`config.mk`:
```
export PLATFORM = sky130hd
export DESIGN_NAME = serial_node_frame_receiver_core_flat
export DESIGN_NICKNAME = d
export VERILOG_FILES = /design/src/sv/snfr_pkg.sv /design/src/sv/snfr_if.sv /design/src/sv/serial_node_frame_receiver_core.sv /design/src/sv/snfr_deframer.sv /design/src/sv/snfr_res_buf.sv /design/src/flat_wrapper.sv
export SDC_FILE = /design/constraint.sdc
export NUM_CORES = 1
export LEC_CHECK = 0
export ABC_CLOCK_PERIOD_IN_PS = 8800
export BUFFER_PORTS_ARGS = -buffer_cell sky130_fd_sc_hd__buf_2
export CORE_MARGIN = 5
export CORE_UTILIZATION = 59
export DETAILED_ROUTE_END_ITERATION = 6
export PLACE_DENSITY_LB_ADDON = 0.1
export SYNTH_ARGS = -nofsm -noshare
export SYNTH_HDL_FRONTEND = slang
export SYNTH_SLANG_ARGS = --single-unit
```
`constraint.sdc`:
```
create_clock -name clk_i -period 8.8 [get_ports clk_i]
set_input_delay 0.88 -clock clk_i [delete_from_list [all_inputs] [get_ports clk_i]]
set_output_delay 0.88 -clock clk_i [all_outputs]
set_load 0.01 [all_outputs]
```
`src/sv/snfr_pkg.sv`:
```
// Shared types, constants and codes of the serial node frame receiver.
package snfr_pkg;

  localparam int unsigned MAX_PAYLOAD_DEF = 64;

  localparam logic [7:0] BYTE_ATTN      = 8'hFF;
  localparam logic [7:0] BYTE_STX       = 8'h02;
  localparam logic [7:0] BYTE_ETX       = 8'h03;
  localparam logic [7:0] BYTE_DLE       = 8'h10;
  localparam logic [7:0] ADDR_BROADCAST = 8'h00;
  localparam logic [7:0] ADDR_RESET     = 8'd65;
  localparam logic [7:0] DEST_IDLE      = 8'hFF;
  localparam logic [7:0] TYPE_IDLE      = 8'h00;

  typedef enum logic [2:0] {
    PH_START = 3'd0,
    PH_ATTN2 = 3'd1,
    PH_STX   = 3'd2,
    PH_DEST  = 3'd3,
    PH_TYPE  = 3'd4,
    PH_BODY  = 3'd5,
    PH_ESC   = 3'd6
  } phase_e;

  typedef enum logic [2:0] {
    EV_NONE     = 3'd0,
    EV_STORED   = 3'd1,
    EV_OURS     = 3'd2,
    EV_OTHER    = 3'd3,
    EV_OVERFLOW = 3'd4
  } event_e;

  typedef struct packed {
    event_e      event_res;
    logic [7:0]  payload_byte;
    logic [5:0]  payload_index;
    logic [7:0]  frame_dest;
    logic [7:0]  frame_type;
    logic [6:0]  frame_length;
    logic [31:0] chars_total;
    logic [31:0] frames_seen;
    logic [31:0] frames_accepted;
  } res_t;

endpackage

```
`src/sv/snfr_if.sv`:
```
// Valid/ready channel interfaces for received bytes and receiver results.
interface snfr_byte_if;
  logic       valid;
  logic       ready;
  logic [7:0] byte_in;

  modport source (output valid, output byte_in, input ready);
  modport sink (input valid, input byte_in, output ready);
endinterface

interface snfr_res_if;
  logic        valid;
  logic        ready;
  logic [2:0]  event_res;
  logic [7:0]  payload_byte;
  logic [5:0]  payload_index;
  logic [7:0]  frame_dest;
  logic [7:0]  frame_type;
  logic [6:0]  frame_length;
  logic [31:0] chars_total;
  logic [31:0] frames_seen;
  logic [31:0] frames_accepted;

  modport source (
    output valid, output event_res, output payload_byte, output payload_index,
    output frame_dest, output frame_type, output frame_length,
    output chars_total, output frames_seen, output frames_accepted,
    input ready
  );
  modport sink (
    input valid, input event_res, input payload_byte, input payload_index,
    input frame_dest, input frame_type, input frame_length,
    input chars_total, input frames_seen, input frames_accepted,
    output ready
  );
endinterface

```
`src/sv/serial_node_frame_receiver_core.sv`:
```
// Top level of the serial node frame receiver.
// Usage:
//   byte_in_i carries one received serial byte per request (valid/ready).
//   res_o carries exactly one result per byte: event code, stored payload
//   byte and index, current destination/type/length and three counters.
//   cfg_we_i/cfg_wdata_i write the node address; write it only while idle.
// Timing:
//   A byte accepted into the input register is decoded, once the
//   two-entry result buffer has room, into that buffer, and its result
//   is presented from the buffer. One byte per cycle is sustained while
//   res_o.ready stays high; the frame state update is one small
//   compare-and-count step between the input register and the buffer.
// Reset:
//   rst_ni clears the phase to start, destination to 0xFF, type, fill and
//   counters to zero, and the node address to 65. No clearing pass.
// Stall:
//   When the result sink holds ready low, the buffer fills; the input
//   register then holds and byte_in_i.ready drops until a result drains.
module serial_node_frame_receiver_core #(
  parameter int unsigned MaxPayload = snfr_pkg::MAX_PAYLOAD_DEF
) (
  input  logic              clk_i,
  input  logic              rst_ni,
  snfr_byte_if.sink         byte_in_i,
  snfr_res_if.source        res_o,
  input  logic              cfg_we_i,
  input  logic [7:0]        cfg_wdata_i
);

  logic           room;
  logic           push;
  snfr_pkg::res_t push_data;
  snfr_pkg::res_t out_data;

  snfr_deframer #(
    .MaxPayload (MaxPayload)
  ) u_deframer (
    .clk_i       (clk_i),
    .rst_ni      (rst_ni),
    .in_valid_i  (byte_in_i.valid),
    .in_ready_o  (byte_in_i.ready),
    .in_byte_i   (byte_in_i.byte_in),
    .cfg_we_i    (cfg_we_i),
    .cfg_wdata_i (cfg_wdata_i),
    .room_i      (room),
    .push_o      (push),
    .res_o       (push_data)
  );

  snfr_res_buf u_res_buf (
    .clk_i       (clk_i),
    .rst_ni      (rst_ni),
    .push_i      (push),
    .push_data_i (push_data),
    .room_o      (room),
    .out_valid_o (res_o.valid),
    .out_ready_i (res_o.ready),
    .out_data_o  (out_data)
  );

  assign res_o.event_res       = out_data.event_res;
  assign res_o.payload_byte    = out_data.payload_byte;
  assign res_o.payload_index   = out_data.payload_index;
  assign res_o.frame_dest      = out_data.frame_dest;
  assign res_o.frame_type      = out_data.frame_type;
  assign res_o.frame_length    = out_data.frame_length;
  assign res_o.chars_total     = out_data.chars_total;
  assign res_o.frames_seen     = out_data.frames_seen;
  assign res_o.frames_accepted = out_data.frames_accepted;

endmodule

```
`src/sv/snfr_deframer.sv`:
```
// Input byte register, frame state machine, counters and result formation.
module snfr_deframer #(
  parameter int unsigned MaxPayload = snfr_pkg::MAX_PAYLOAD_DEF
) (
  input  logic              clk_i,
  input  logic              rst_ni,
  input  logic              in_valid_i,
  output logic              in_ready_o,
  input  logic [7:0]        in_byte_i,
  input  logic              cfg_we_i,
  input  logic [7:0]        cfg_wdata_i,
  input  logic              room_i,
  output logic              push_o,
  output snfr_pkg::res_t    res_o
);

  localparam int unsigned FillW = $clog2(MaxPayload + 1);
  localparam logic [FillW-1:0] FillMax = FillW'(MaxPayload);

  logic                 valid_q;
  logic [7:0]           byte_q;
  logic [7:0]           node_addr_q;
  snfr_pkg::phase_e     phase_q, phase_d;
  logic [7:0]           dest_q, dest_d;
  logic [7:0]           type_q, type_d;
  logic [FillW-1:0]     fill_q, fill_d;
  logic [31:0]          chars_q, chars_d;
  logic [31:0]          seen_q, seen_d;
  logic [31:0]          accepted_q, accepted_d;
  snfr_pkg::event_e     ev;
  logic [7:0]           pb;
  logic [FillW-1:0]     pi;
  logic                 advance;
  logic [FillW+6:0]     len_ext;
  logic [FillW+5:0]     idx_ext;

  assign advance    = valid_q && room_i;
  assign in_ready_o = !valid_q || room_i;
  assign push_o     = advance;

  always_ff @(posedge clk_i or negedge rst_ni) begin
    if (!rst_ni) begin
      valid_q <= 1'b0;
    end else if (in_valid_i && in_ready_o) begin
      valid_q <= 1'b1;
    end else if (advance) begin
      valid_q <= 1'b0;
    end
  end

  always_ff @(posedge clk_i) begin
    if (in_valid_i && in_ready_o) begin
      byte_q <= in_byte_i;
    end
  end

  always_ff @(posedge clk_i or negedge rst_ni) begin
    if (!rst_ni) begin
      node_addr_q <= snfr_pkg::ADDR_RESET;
    end else if (cfg_we_i) begin
      node_addr_q <= cfg_wdata_i;
    end
  end

  always_ff @(posedge clk_i or negedge rst_ni) begin
    if (!rst_ni) begin
      phase_q    <= snfr_pkg::PH_START;
      dest_q     <= snfr_pkg::DEST_IDLE;
      type_q     <= snfr_pkg::TYPE_IDLE;
      fill_q     <= '0;
      chars_q    <= '0;
      seen_q     <= '0;
      accepted_q <= '0;
    end else begin
      phase_q    <= phase_d;
      dest_q     <= dest_d;
      type_q     <= type_d;
      fill_q     <= fill_d;
      chars_q    <= chars_d;
      seen_q     <= seen_d;
      accepted_q <= accepted_d;
    end
  end

  always_comb begin
    phase_d    = phase_q;
    dest_d     = dest_q;
    type_d     = type_q;
    fill_d     = fill_q;
    chars_d    = chars_q;
    seen_d     = seen_q;
    accepted_d = accepted_q;
    ev         = snfr_pkg::EV_NONE;
    pb         = 8'h00;
    pi         = '0;
    if (advance) begin
      chars_d = chars_q + 32'd1;
      unique case (phase_q)
        snfr_pkg::PH_ATTN2: begin
          phase_d = (byte_q == snfr_pkg::BYTE_ATTN) ? snfr_pkg::PH_STX : snfr_pkg::PH_START;
        end
        snfr_pkg::PH_STX: begin
          phase_d = (byte_q == snfr_pkg::BYTE_STX) ? snfr_pkg::PH_DEST : snfr_pkg::PH_START;
        end
        snfr_pkg::PH_DEST: begin
          dest_d  = byte_q;
          phase_d = snfr_pkg::PH_TYPE;
        end
        snfr_pkg::PH_TYPE: begin
          type_d  = byte_q;
          phase_d = snfr_pkg::PH_BODY;
        end
        snfr_pkg::PH_BODY, snfr_pkg::PH_ESC: begin
          if (phase_q == snfr_pkg::PH_BODY && byte_q == snfr_pkg::BYTE_ETX) begin
            seen_d  = seen_q + 32'd1;
            phase_d = snfr_pkg::PH_START;
            if (dest_q == snfr_pkg::ADDR_BROADCAST || dest_q == node_addr_q) begin
              accepted_d = accepted_q + 32'd1;
              ev         = snfr_pkg::EV_OURS;
            end else begin
              ev = snfr_pkg::EV_OTHER;
            end
          end else if (phase_q == snfr_pkg::PH_BODY && byte_q == snfr_pkg::BYTE_DLE) begin
            phase_d = snfr_pkg::PH_ESC;
          end else if (fill_q >= FillMax) begin
            ev      = snfr_pkg::EV_OVERFLOW;
            phase_d = snfr_pkg::PH_START;
          end else begin
            ev      = snfr_pkg::EV_STORED;
            pb      = byte_q;
            pi      = fill_q;
            fill_d  = fill_q + FillW'(1);
            phase_d = snfr_pkg::PH_BODY;
          end
        end
        default: begin
          phase_d = (byte_q == snfr_pkg::BYTE_ATTN) ? snfr_pkg::PH_ATTN2 : snfr_pkg::PH_START;
          dest_d  = snfr_pkg::DEST_IDLE;
          type_d  = snfr_pkg::TYPE_IDLE;
          fill_d  = '0;
        end
      endcase
    end
  end

  assign len_ext = {7'b0, fill_d};
  assign idx_ext = {6'b0, pi};

  always_comb begin
    res_o.event_res       = ev;
    res_o.payload_byte    = pb;
    res_o.payload_index   = idx_ext[5:0];
    res_o.frame_dest      = dest_d;
    res_o.frame_type      = type_d;
    res_o.frame_length    = len_ext[6:0];
    res_o.chars_total     = chars_d;
    res_o.frames_seen     = seen_d;
    res_o.frames_accepted = accepted_d;
  end

`ifndef SYNTH
  a_fill_bound: assert property (@(posedge clk_i) disable iff (!rst_ni)
    fill_q <= FillMax)
    else $error("payload fill count beyond limit");

  a_esc_from_body: assert property (@(posedge clk_i) disable iff (!rst_ni)
    (phase_q == snfr_pkg::PH_ESC) |->
      ($past(phase_q) == snfr_pkg::PH_BODY || $past(phase_q) == snfr_pkg::PH_ESC))
    else $error("escape phase entered from outside the body");

  a_accept_count: assert property (@(posedge clk_i) disable iff (!rst_ni)
    (push_o && ev == snfr_pkg::EV_OURS) |=> (accepted_q == $past(accepted_q) + 32'd1))
    else $error("accepted counter missed a frame");

  a_seen_only_etx: assert property (@(posedge clk_i) disable iff (!rst_ni)
    (!advance) |=> (seen_q == $past(seen_q) && chars_q == $past(chars_q)))
    else $error("counters moved without a byte");
`endif

endmodule

```
`src/sv/snfr_res_buf.sv`:
```
// Two-entry result buffer between the deframer and the result channel.
module snfr_res_buf (
  input  logic           clk_i,
  input  logic           rst_ni,
  input  logic           push_i,
  input  snfr_pkg::res_t push_data_i,
  output logic           room_o,
  output logic           out_valid_o,
  input  logic           out_ready_i,
  output snfr_pkg::res_t out_data_o
);

  snfr_pkg::res_t mem_q [2];
  logic [1:0]     count_q;
  logic           wr_ptr_q;
  logic           rd_ptr_q;
  logic           pop;

  assign out_valid_o = (count_q != 2'd0);
  assign room_o      = (count_q != 2'd2);
  assign pop         = out_valid_o && out_ready_i;
  assign out_data_o  = mem_q[rd_ptr_q];

  always_ff @(posedge clk_i) begin
    if (push_i) begin
      mem_q[wr_ptr_q] <= push_data_i;
    end
  end

  always_ff @(posedge clk_i or negedge rst_ni) begin
    if (!rst_ni) begin
      count_q  <= 2'd0;
      wr_ptr_q <= 1'b0;
      rd_ptr_q <= 1'b0;
    end else begin
      if (push_i) begin
        wr_ptr_q <= !wr_ptr_q;
      end
      if (pop) begin
        rd_ptr_q <= !rd_ptr_q;
      end
      if (push_i && !pop) begin
        count_q <= count_q + 2'd1;
      end else if (pop && !push_i) begin
        count_q <= count_q - 2'd1;
      end
    end
  end

`ifndef SYNTH
  a_no_push_full: assert property (@(posedge clk_i) disable iff (!rst_ni)
    push_i |-> (count_q != 2'd2))
    else $error("request pushed into full result buffer");

  a_count_bound: assert property (@(posedge clk_i) disable iff (!rst_ni)
    count_q != 2'd3)
    else $error("result buffer count out of range");

  a_ptr_match: assert property (@(posedge clk_i) disable iff (!rst_ni)
    (count_q == 2'd0 || count_q == 2'd2) |-> (wr_ptr_q == rd_ptr_q))
    else $error("result buffer pointers disagree with count");
`endif

endmodule

```
`src/flat_wrapper.sv`:
```
// flat-port wrapper written by rule: the top's interface ports become plain ports
module serial_node_frame_receiver_core_flat 
#(
  parameter int unsigned MaxPayload = snfr_pkg::MAX_PAYLOAD_DEF
)
  (clk_i, rst_ni, cfg_we_i, cfg_wdata_i, byte_in_i_valid, byte_in_i_byte_in, byte_in_i_ready, res_o_valid, res_o_event_res, res_o_payload_byte, res_o_payload_index, res_o_frame_dest, res_o_frame_type, res_o_frame_length, res_o_chars_total, res_o_frames_seen, res_o_frames_accepted, res_o_ready);
  snfr_byte_if byte_in_i_i ();
  snfr_res_if res_o_i ();
  input  logic clk_i;
  input  logic rst_ni;
  input  logic cfg_we_i;
  input  logic [7:0] cfg_wdata_i;
  input wire logic [$bits(byte_in_i_i.valid)-1:0] byte_in_i_valid;
  input wire logic [$bits(byte_in_i_i.byte_in)-1:0] byte_in_i_byte_in;
  output wire logic [$bits(byte_in_i_i.ready)-1:0] byte_in_i_ready;
  output wire logic [$bits(res_o_i.valid)-1:0] res_o_valid;
  output wire logic [$bits(res_o_i.event_res)-1:0] res_o_event_res;
  output wire logic [$bits(res_o_i.payload_byte)-1:0] res_o_payload_byte;
  output wire logic [$bits(res_o_i.payload_index)-1:0] res_o_payload_index;
  output wire logic [$bits(res_o_i.frame_dest)-1:0] res_o_frame_dest;
  output wire logic [$bits(res_o_i.frame_type)-1:0] res_o_frame_type;
  output wire logic [$bits(res_o_i.frame_length)-1:0] res_o_frame_length;
  output wire logic [$bits(res_o_i.chars_total)-1:0] res_o_chars_total;
  output wire logic [$bits(res_o_i.frames_seen)-1:0] res_o_frames_seen;
  output wire logic [$bits(res_o_i.frames_accepted)-1:0] res_o_frames_accepted;
  input wire logic [$bits(res_o_i.ready)-1:0] res_o_ready;
  assign byte_in_i_i.valid = byte_in_i_valid;
  assign byte_in_i_i.byte_in = byte_in_i_byte_in;
  assign byte_in_i_ready = byte_in_i_i.ready;
  assign res_o_valid = res_o_i.valid;
  assign res_o_event_res = res_o_i.event_res;
  assign res_o_payload_byte = res_o_i.payload_byte;
  assign res_o_payload_index = res_o_i.payload_index;
  assign res_o_frame_dest = res_o_i.frame_dest;
  assign res_o_frame_type = res_o_i.frame_type;
  assign res_o_frame_length = res_o_i.frame_length;
  assign res_o_chars_total = res_o_i.chars_total;
  assign res_o_frames_seen = res_o_i.frames_seen;
  assign res_o_frames_accepted = res_o_i.frames_accepted;
  assign res_o_i.ready = res_o_ready;
  serial_node_frame_receiver_core #(.MaxPayload(MaxPayload)) u_core (.clk_i(clk_i), .rst_ni(rst_ni), .byte_in_i(byte_in_i_i), .res_o(res_o_i), .cfg_we_i(cfg_we_i), .cfg_wdata_i(cfg_wdata_i));
endmodule
```
* Word-level counts from Yosys, hierarchy flattened
Memory sizes are Yosys's and may differ from the RTL's. Cells that the tools add are included.
Storage, ports and cells: bits in writable memories 272, output and inout bits 138, register bits after elaboration 143, logic and storage cells 101, memories kept 1, input port bits 21
Memories:
- u_core.u_res_buf.mem_q | depth 2, bits a word 136, rd ports 1, clocked after Yosys merged registers in 0, wr ports 1, line snfr_res_buf.sv:13 | snfr_pkg::res_t mem_q [2];
Operators by class: order comparisons 1, $add $sub $neg 6, mux-type cells 46, reductions and logical operators 22, equal/unequal tests 12
Operator list (number):
- 32-bit 2-to-1 mux | 8
- 32-bit by 1-bit adder with 32-bit output, second input constant | 3
- 8-bit 2-to-1 mux | 7
- 8-bit case mux with 2 select lines | 2
- 6-bit 2-to-1 mux | 5
- 7-bit 2-to-1 mux | 4
- 3-bit 2-to-1 mux | 8
- 8-bit by 2-bit == test with 1-bit output, second input constant | 2
- 3-bit case mux with 5 select lines | 1
- 7-bit case mux with 2 select lines | 1
- 5-bit OR reduction | 2
- 3-bit == test, second input constant | 3
- 8-bit by 5-bit == test with 1-bit output, second input constant | 1
- 8-bit == test | 1
- 8-bit == test, second input constant | 1
- 8-bit logical NOT | 1
- 2-bit 2-to-1 mux | 4
- 7-bit by 1-bit adder with 7-bit output, second input constant | 1
- 7-bit >= comparator, second input constant | 1
- 1-bit logical AND | 7
- 3-bit by 2-bit == test with 1-bit output, second input constant | 2
- 1-bit 2-to-1 mux | 6
- 2-bit nonzero test | 3
- 1-bit logical NOT | 5
- other kinds (7) | 8

* Logic depth before layout (Yosys ltp)
Gate-level depths: netlist (run 1).
depth in word-level cells 6, mapped depth 8, mapped depth without buffers 7

* By module
From an unflattened synthesis (run 1), not the netlist that was laid out.
Unflattened totals: cell total of the unflattened synthesis 1060, area total of the unflattened synthesis 16709.8 µm²
By module, submodules not included:
- snfr_res_buf | sequential area each 8267.9 µm², area each 10082.2 µm², cells each 439, instances 1
- snfr_deframer | sequential area each 3530.9 µm², area each 6627.6 µm², cells each 621, instances 1

* Worst setup path after synthesis (run 1)
No wires, ideal clock.
kind reg-to-reg, start point register u_core.u_res_buf.count_q[0], end point memory u_core.u_res_buf.mem_q[0][0] (netlist name), enable pin, setup time 0.634 ns, stages on the path, launching flop included 4, buffers on the path 0, data required time 8.166 ns, data arrival time 6.483 ns, clock period less this slack 7.117 ns, path slack 1.683 ns, cell sequence dfrtp_1 > nand2b_1 > nand2_1 > nor2_1
Between the ends: word-level cells in the longest chain between the ends 4
Ends and longest elaborated chain:
- start, declared | line snfr_res_buf.sv:14 | logic [1:0] count_q;
- start signal, assigned | line snfr_res_buf.sv:43 | count_q <= count_q + 2'd1;
- start signal, assigned | line snfr_res_buf.sv:45 | count_q <= count_q - 2'd1;
- 2-bit inequality test | line snfr_res_buf.sv:20 | assign room_o = (count_q != 2'd2);
- 1-bit logical AND | line snfr_deframer.sv:37 | assign advance = valid_q && room_i;
- 1-bit 2-to-1 mux | line snfr_res_buf.sv:25 | if (push_i) begin
- 1-bit 2-to-1 mux (not written as such) | line snfr_res_buf.sv:26 | mem_q[wr_ptr_q] <= push_data_i;
- end, declared | line snfr_res_buf.sv:13
No other way between the ends.

* Final worst setup path (run 1)
start point register u_core.u_res_buf.rd_ptr_q, end point output res_o_frame_length[3]
Between the ends: word-level cells in the longest chain between the ends 1
Ends and longest elaborated chain:
- start, declared | line snfr_res_buf.sv:16 | logic rd_ptr_q;
- start signal, assigned | line snfr_res_buf.sv:40 | rd_ptr_q <= !rd_ptr_q;
- memory 2 x 136 bit
- end, declared | line flat_wrapper.sv:22 | output wire logic [$bits(res_o_i.frame_length)-1:0] res_o_frame_length;
No other way between the ends.

==> results of run 1 <==
final timing paths:
check | end | slack (ns)
setup / recovery | res_o_frame_length[3] | 4.86
hold / removal | u_core.u_deframer.chars_q[22]$_DFF_PN0_ | 0.32
setup reg to reg | u_core.u_res_buf.mem_q[0][16]$_DFFE_PP_ | 5.69
hold reg to reg | u_core.u_deframer.accepted_q[31]$_DFF_PN0_ | 0.48
max in group asynchronous | u_core.u_res_buf.rd_ptr_q$_DFFE_PN0P_ | 6.96
min in group clk_i | u_core.u_deframer.accepted_q[31]$_DFF_PN0_ | 0.48
cell families (layout without fill, tap and decap cells):
kind of cell               after synthesis  in the layout  synth area share [%]
AOI/OAI and AO/OA                       58             58                  2.42
xor gates and xnor gates               108            108                  5.65
adders and majority gates                7              7                 0.523
buffers and inverters                   52            259                  1.28
DFF                                    415            415                  70.5
muxes                                  145            145                  9.75
and+or+nand+nor                        284            284                  9.92
registers in the layout (all words and copies together), names as in the netlist, 2 cells and up:
name	flops
u_core.u_res_buf.count_q	2
u_core.u_deframer.node_addr_q	8
u_core.u_deframer.fill_q	7
u_core.u_deframer.phase_q	3
u_core.u_deframer.accepted_q	32
u_core.u_deframer.seen_q	32
u_core.u_deframer.byte_q	8
u_core.u_deframer.chars_q	32
u_core.u_res_buf.mem_q	272
u_core.u_deframer.type_q	8
u_core.u_deframer.dest_q	8
critical path, stage by stage, from the launching register on:
cell and delay (ns):
dfrtp_4 1.16, buf_4 0.73, mux2_2 0.41, buf_2 0.14
power by group through the flow:
stage	combinational, mW	sequential, mW	clock [mW]
global route	1.79	3.04	1.82
finish	1.63	2.99	1.69
global placement	1.63	3.02	0
CTS	1.67	2.99	1.72
detailed placement	1.66	3.03	0
floorplan	1.16	2.92	0
stage by stage:
step	util (%)	hold WS (ns)	worst slack, ns	cells
6_report	68.9	0.324	4.86	1654
4_1_cts	68.9	0.345	4.81	1654
5_1_grt	68.9	0.367	4.70	1654
2_1_floorplan	-	0.444	1.68	1069
3_5_place_dp	64.2	0.471	5.39	1578
3_3_place_gp	64.2	0.461	5.46	1578
per-layer routing:
layer  vias up  global-route usage, %  share of wire, %  wire, um
li1       4371                      -                 -         -
met1      4611                   31.2                46     14800
met2       262                   31.0                46     14900
met3        56                   3.88               5.9      1890
met4         2                   5.60               1.8       592
met5         -                      0             0.040        13
area by class of cell:
class,instances,area share [%]
well taps,378,2.46
flip-flops and latches,415,61.3
multi-input cells,602,24.7
clock buffers,58,6.04
clock inverters,18,0.819
repair buffers,164,4.37
inverters,19,0.370
cell usage after synthesis (all sizes together) (2+ instances only):
library cell and count:
edfxtp 280, mux2 145, dfrtp 125, xor2 73, nand2 59, nor2 46
nor3 36, xnor2 35, nor4 34, nand4 29, clkbuf 27, and3 26
nand3 24, inv 19, a21oi 11, a22o 10, dfstp 10, o22ai 9
a31oi 7, ha 7, o21ai 7, and2 6, buf 6, a21o 4
nand2b 4, and4 3, nor4bb 3, nor2b 2, o2111ai 2, or4 2
cells in the final DEF (no fill, tap or decap), drive strengths merged, types with 14 or more instances in the layout:
master    n
clkinv   14
nand4    29
edfxtp  280
nand3    24
nand2    59
xnor2    35
buf     164
clkbuf   58
inv      20
dfrtp   125
and3     26
nor2     46
nor4     34
xor2     73
nor3     36
mux2    145
==> flow_summary_export.csv, run 1 <==
group,metric,value,unit
outcome,status,"completed",
cts,numCtsBuffers,41,
layout,nFillCells,1926,
global_route,antenna_found_initial,1,
cts,cts_hold_buf,0,
cts,htreeDepth,2,
setup_path,cp-start-kind,"flop",
power_and_ir_drop,total_power,6.31,mW
cts,clock_sinks,415,
layout,stdcell_area,19300,sq um
die,die_y,178,um
placed_design,dpl_cell_area,17900,sq um
logic_synthesis,synth-edff-count,280,
route,via_count,9302,
route,first_pass_iters,4,
timing,hold_viol,0,
logic_synthesis,netlist_area,16700,sq um
timing,rsz0062_at_grt,"no",
logic_synthesis,synth.distinct_cells,61,
hold_path,hold_path_class,"input pin to async pin",
logic_synthesis,ys_ff_latch,415,
die,num_rows,61,
logic_synthesis,syn_nets,1097,
setup_path,cp-end-kind,"output pin",
timing,setup_viol,0,
power_and_ir_drop,power_frac_comb,25.9,%
power_and_ir_drop,powerDensity,327,nW/um^2
logic_synthesis,syn_inst,1069,
power_and_ir_drop,p_sw_share,30.1,%
route,ant_nets,0,
cts,cts_setup_buffers,0,
cts,cts_buffer_depth,3,
setup_path,worstSetupPathType,"flop to output pin",
power_and_ir_drop,p_int,4.41,mW
global_route,grt_pass1_wl,51.6,mm
route,route.detailed.drc,0,
timing,max_clock_freq,0.254,GHz
cts,cts_root_buffer,"clkbuf_16",
layout,multi_input_comb_area,4750,sq um
timing,fin_crit,3.94,ns
layout,drive_above_1_share,32.1,%
timing,drv_slew,0,
layout,ff_latch_area,11800,sq um
cts,cts_tree,"yes",
placed_design,place_congestion,0.832,
die,die_width,178,um
layout,nNetsFinal,1271,
die,die_area,31800,sq um
setup_path,r2r_cells,4,
power_and_ir_drop,switching_power,1.90,mW
die,core_area,27900,sq um
logic_synthesis,synthTopCellsByArea,"edfxtp_1 (50%), dfrtp_1 (19%), mux2_2 (9.8%)",
layout,syn_to_final_growth,15.0,%
logic_synthesis,syn_area_per_cell,15.7,sq um
global_route,grt_pass1_vias,9350,
timing,relSlewSlack,25.6,%
logic_synthesis,ys_seq_area_share,70.5,%
setup_path,worstPathRequired,7.92,ns
setup_path,worstPathMaxFanout,79,
setup_path,r2r_start,"u_core.u_res_buf.count_q[0]$_DFFE_PN0P_",
die,initial_core_util,59.9,%
power_and_ir_drop,seqPwrFrac,47.4,%
global_route,grt_max_degree,80,
power_and_ir_drop,clock_power_share,26.7,%
timing,fin_crit_sh,44.7,%
job,max-cap-violations,0,
die,io_pins,159,
power_and_ir_drop,vdd_drop_max,218,uV
timing,worstMarginPinSlew,1.12,ns
cts,clk_latency,0.53,ns
logic_synthesis,synth-main-ff-cell,"edfxtp_1",
route,wire_per_inst,19.5,um
cts,cts_resized,0,
timing,tns,0,ns
logic_synthesis,ys_warn_count,0,
layout,antenna_cells,0,
cts,clk_pin_slew_worst_paths,0.06,ns
setup_path,startpoint,"u_core.u_res_buf.rd_ptr_q$_DFFE_PN0P_",
global_route,grt.total_usage,20.6,%
logic_synthesis,synth_area_leader_cell,"edfxtp_1",
power_and_ir_drop,p_leak,7.70,nW
route,wl,32.2,mm
placed_design,dp_hpwl,20.5,mm
logic_synthesis,netlist.area_leader.share,50.2,%
setup_path,worst_ep_arrival_time,3.06,ns
route,via_per_inst,5.62,
timing,skew,0.0196,ns
placed_design,port_buffers,158,
route,drtIter0Drc,596,
logic_synthesis,async_reset_ff_share,32.5,%
global_route,gr-total-overflow,0,
(Power assumes the default switching activity.)
==> run 2, diff against run 1 <==
- ABC_CLOCK_PERIOD_IN_PS: 8800 -> 3200
- CORE_UTILIZATION: 59 -> 53
- clock period: 8.8 -> 3.2 ns (I/O delays scaled with it)
==> flow_summary_export.csv, run 2 (same netlist as run 1, synthesis figures left out) <==
group,metric,value,unit
setup_path,worst_ep_arrival_time,2.86,ns
timing,tns,0,ns
global_route,grt_pass1_wl,52.1,mm
cts,cts_tree,"yes",
setup_path,r2r_setup_slack,0.59,ns
route,first_pass_iters,5,
cts,htreeDepth,2,
power_and_ir_drop,vdd_drop_max,716,uV
die,num_rows,65,
timing,fin_crit_sh,81.5,%
cts,cts_root_buffer,"clkbuf_16",
timing,relSlewSlack,46.0,%
timing,fin_crit,2.61,ns
cts,clock_sinks,415,
layout,final_cells,1697,
layout,nFillCells,2414,
layout,final_common_cell,"edfxtp_1",
placed_design,place_congestion,0.803,
layout,drive_above_1_share,32.8,%
cts,cts_resized,0,
timing,setup_viol,0,
layout,antenna_cells,0,
route,route.detailed.drc,0,
die,core_area,31400,sq um
cts,clk_pin_slew_worst_paths,0.06,ns
layout,syn_to_final_growth,17.0,%
hold_path,hold_path_class,"input pin to flop",
setup_path,cp-end-kind,"flop",
global_route,grt_max_degree,96,
setup_path,worstPathRequired,3.46,ns
die,io_pins,159,
layout,final_cell_mix,"edfxtp_1 (280), buf_2 (157), mux2_2 (145)",
route,drtIter0Drc,537,
route,wire_per_inst,19.2,um
route,via_count,9305,
die,die_area,35200,sq um
timing,max_clock_freq,0.383,GHz
timing,holdWs,0.0294,ns
timing,skew,0.0124,ns
setup_path,worstPathMaxFanout,19,
setup_path,r2r_start,"u_core.u_deframer.phase_q[0]$_DFFE_PN0P_",
die,die_y,188,um
layout,stdcell_area,19600,sq um
route,wl,32.5,mm
power_and_ir_drop,total_power,17.7,mW
power_and_ir_drop,powerDensity,906,nW/um^2
timing,drv_slew,0,
setup_path,r2r_cells,5,
setup_path,cp-start-kind,"flop",
die,initial_core_util,53.3,%
setup_path,crit_chain,"nand4bb_2 -> a211oi_4 -> nor2_1 -> nor4bb_1 -> o211a_1",
timing,hold_viol,0,
cts,numCtsBuffers,43,
outcome,status,"completed",
placed_design,port_buffers,158,
power_and_ir_drop,p_leak,7.84,nW
die,die_width,188,um
timing,rsz0062_at_grt,"no",
route,via_per_inst,5.48,
global_route,grt_pass1_vias,9323,
setup_path,worstSetupEndpoint,"u_core.u_res_buf.mem_q[0][98]$_DFFE_PP_",
layout,largest_register_ffs,272,
setup_path,crit_slowest_cell,"dfrtp_1",
setup_path,worstSetupPathType,"flop to flop",
layout,top_register,"u_core.u_res_buf.mem_q",
global_route,gr-total-overflow,0,
cts,cts_buffer_depth,3,
timing,worstMarginPinSlew,0.803,ns
global_route,antenna_found_initial,0,
setup_path,rr_endpoint,"u_core.u_res_buf.mem_q[0][98]$_DFFE_PP_",
placed_design,dpl_cell_area,18100,sq um
cts,clk_latency,0.52,ns
job,max-cap-violations,0,
layout,nNetsFinal,1290,
global_route,grt.total_usage,18.4,%
placed_design,placedCellCount,1610,
route,ant_nets,0,
setup_path,startpoint,"u_core.u_deframer.phase_q[0]$_DFFE_PN0P_",
setup_path,worst_path_largest_cell_delay,0.76,ns
placed_design,dp_hpwl,20.6,mm
==> run 2: cell count changes in the layout (fill, tap and decap cells not counted), sizes merged <==
cell / delta
clkbuf: +6
inv: -1
clkinv: -5
dlygate4sd3: +9
clkinvlp: +2
buf: +8
==> run 2: where the power goes <==
group / switching (mW) / internal, mW / total [mW] / leakage (nW)
registers: 0.563 / 7.44 / 8.00 / 4.45
clock network: 1.93 / 2.90 / 4.83 / 0.676
logic: 2.82 / 2.08 / 4.91 / 2.71
==> run 2: per-layer routing <==
layer / up-vias / routed length (um) / track usage (%)
li1: 4398 / - / -
met1: 4595 / 15500 / 27.6
met2: 263 / 14700 / 28.3
met3: 49 / 1690 / 3.46
met4: 0 / 612 / 4.23
met5: - / 0 / 0
==> run 2: cell type report <==
| class | instances | area [sq um] | area share, % |
|---|---|---|---|
| clock inverters | 14 | 128 | 0.652 |
| clock buffers | 64 | 1270 | 6.47 |
| flip-flops and latches | 415 | 11800 | 60.3 |
| repair buffers | 181 | 1050 | 5.39 |
| multi-input cells | 602 | 4760 | 24.3 |
| inverters | 19 | 71.3 | 0.364 |
| well taps | 402 | 503 | 2.57 |
==> run 2: critical path: cells and delay by family (launching register included) <==
kind | cells | cell delay, ns
simple gates | 3 | 0.86
compound gates | 2 | 0.71
flops | 1 | 0.76
==> run 2: stage by stage <==
step | util (%) | worst slack (ns)
after floorplan | - | 0.0250
after global placement | 57.7 | 0.706
after detailed placement | 57.7 | 0.648
after CTS | 62.4 | 0.607
after global routing | 62.4 | 0.417
final | 62.4 | 0.592
==> run 2: worst min path at each step <==
stage	cells past startpoint	endpoint	from	slack [ns]
after detailed placement	1	u_core.u_deframer.type_q[3]$_DFF_PN0_	rst_ni	0.37
final	2	u_core.u_deframer.node_addr_q[3]$_DFFE_PN0P_	cfg_wdata_i[3]	0.03
after global placement	1	u_core.u_deframer.type_q[0]$_DFF_PN0_	rst_ni	0.38
after floorplan	0	u_core.u_deframer.accepted_q[0]$_DFF_PN0_	rst_ni	0.02
after global routing	2	u_core.u_deframer.node_addr_q[3]$_DFFE_PN0P_	cfg_wdata_i[3]	0.02
after CTS	2	u_core.u_deframer.node_addr_q[3]$_DFFE_PN0P_	cfg_wdata_i[3]	0.01
==> run 2: timing repair <==
| item | in CTS | in global routing |
|---|---|---|
| buffers inserted | 0 | 0 |
| hold buffers | 9 | 0 |
| hold endpoints to repair | 62 | 0 |
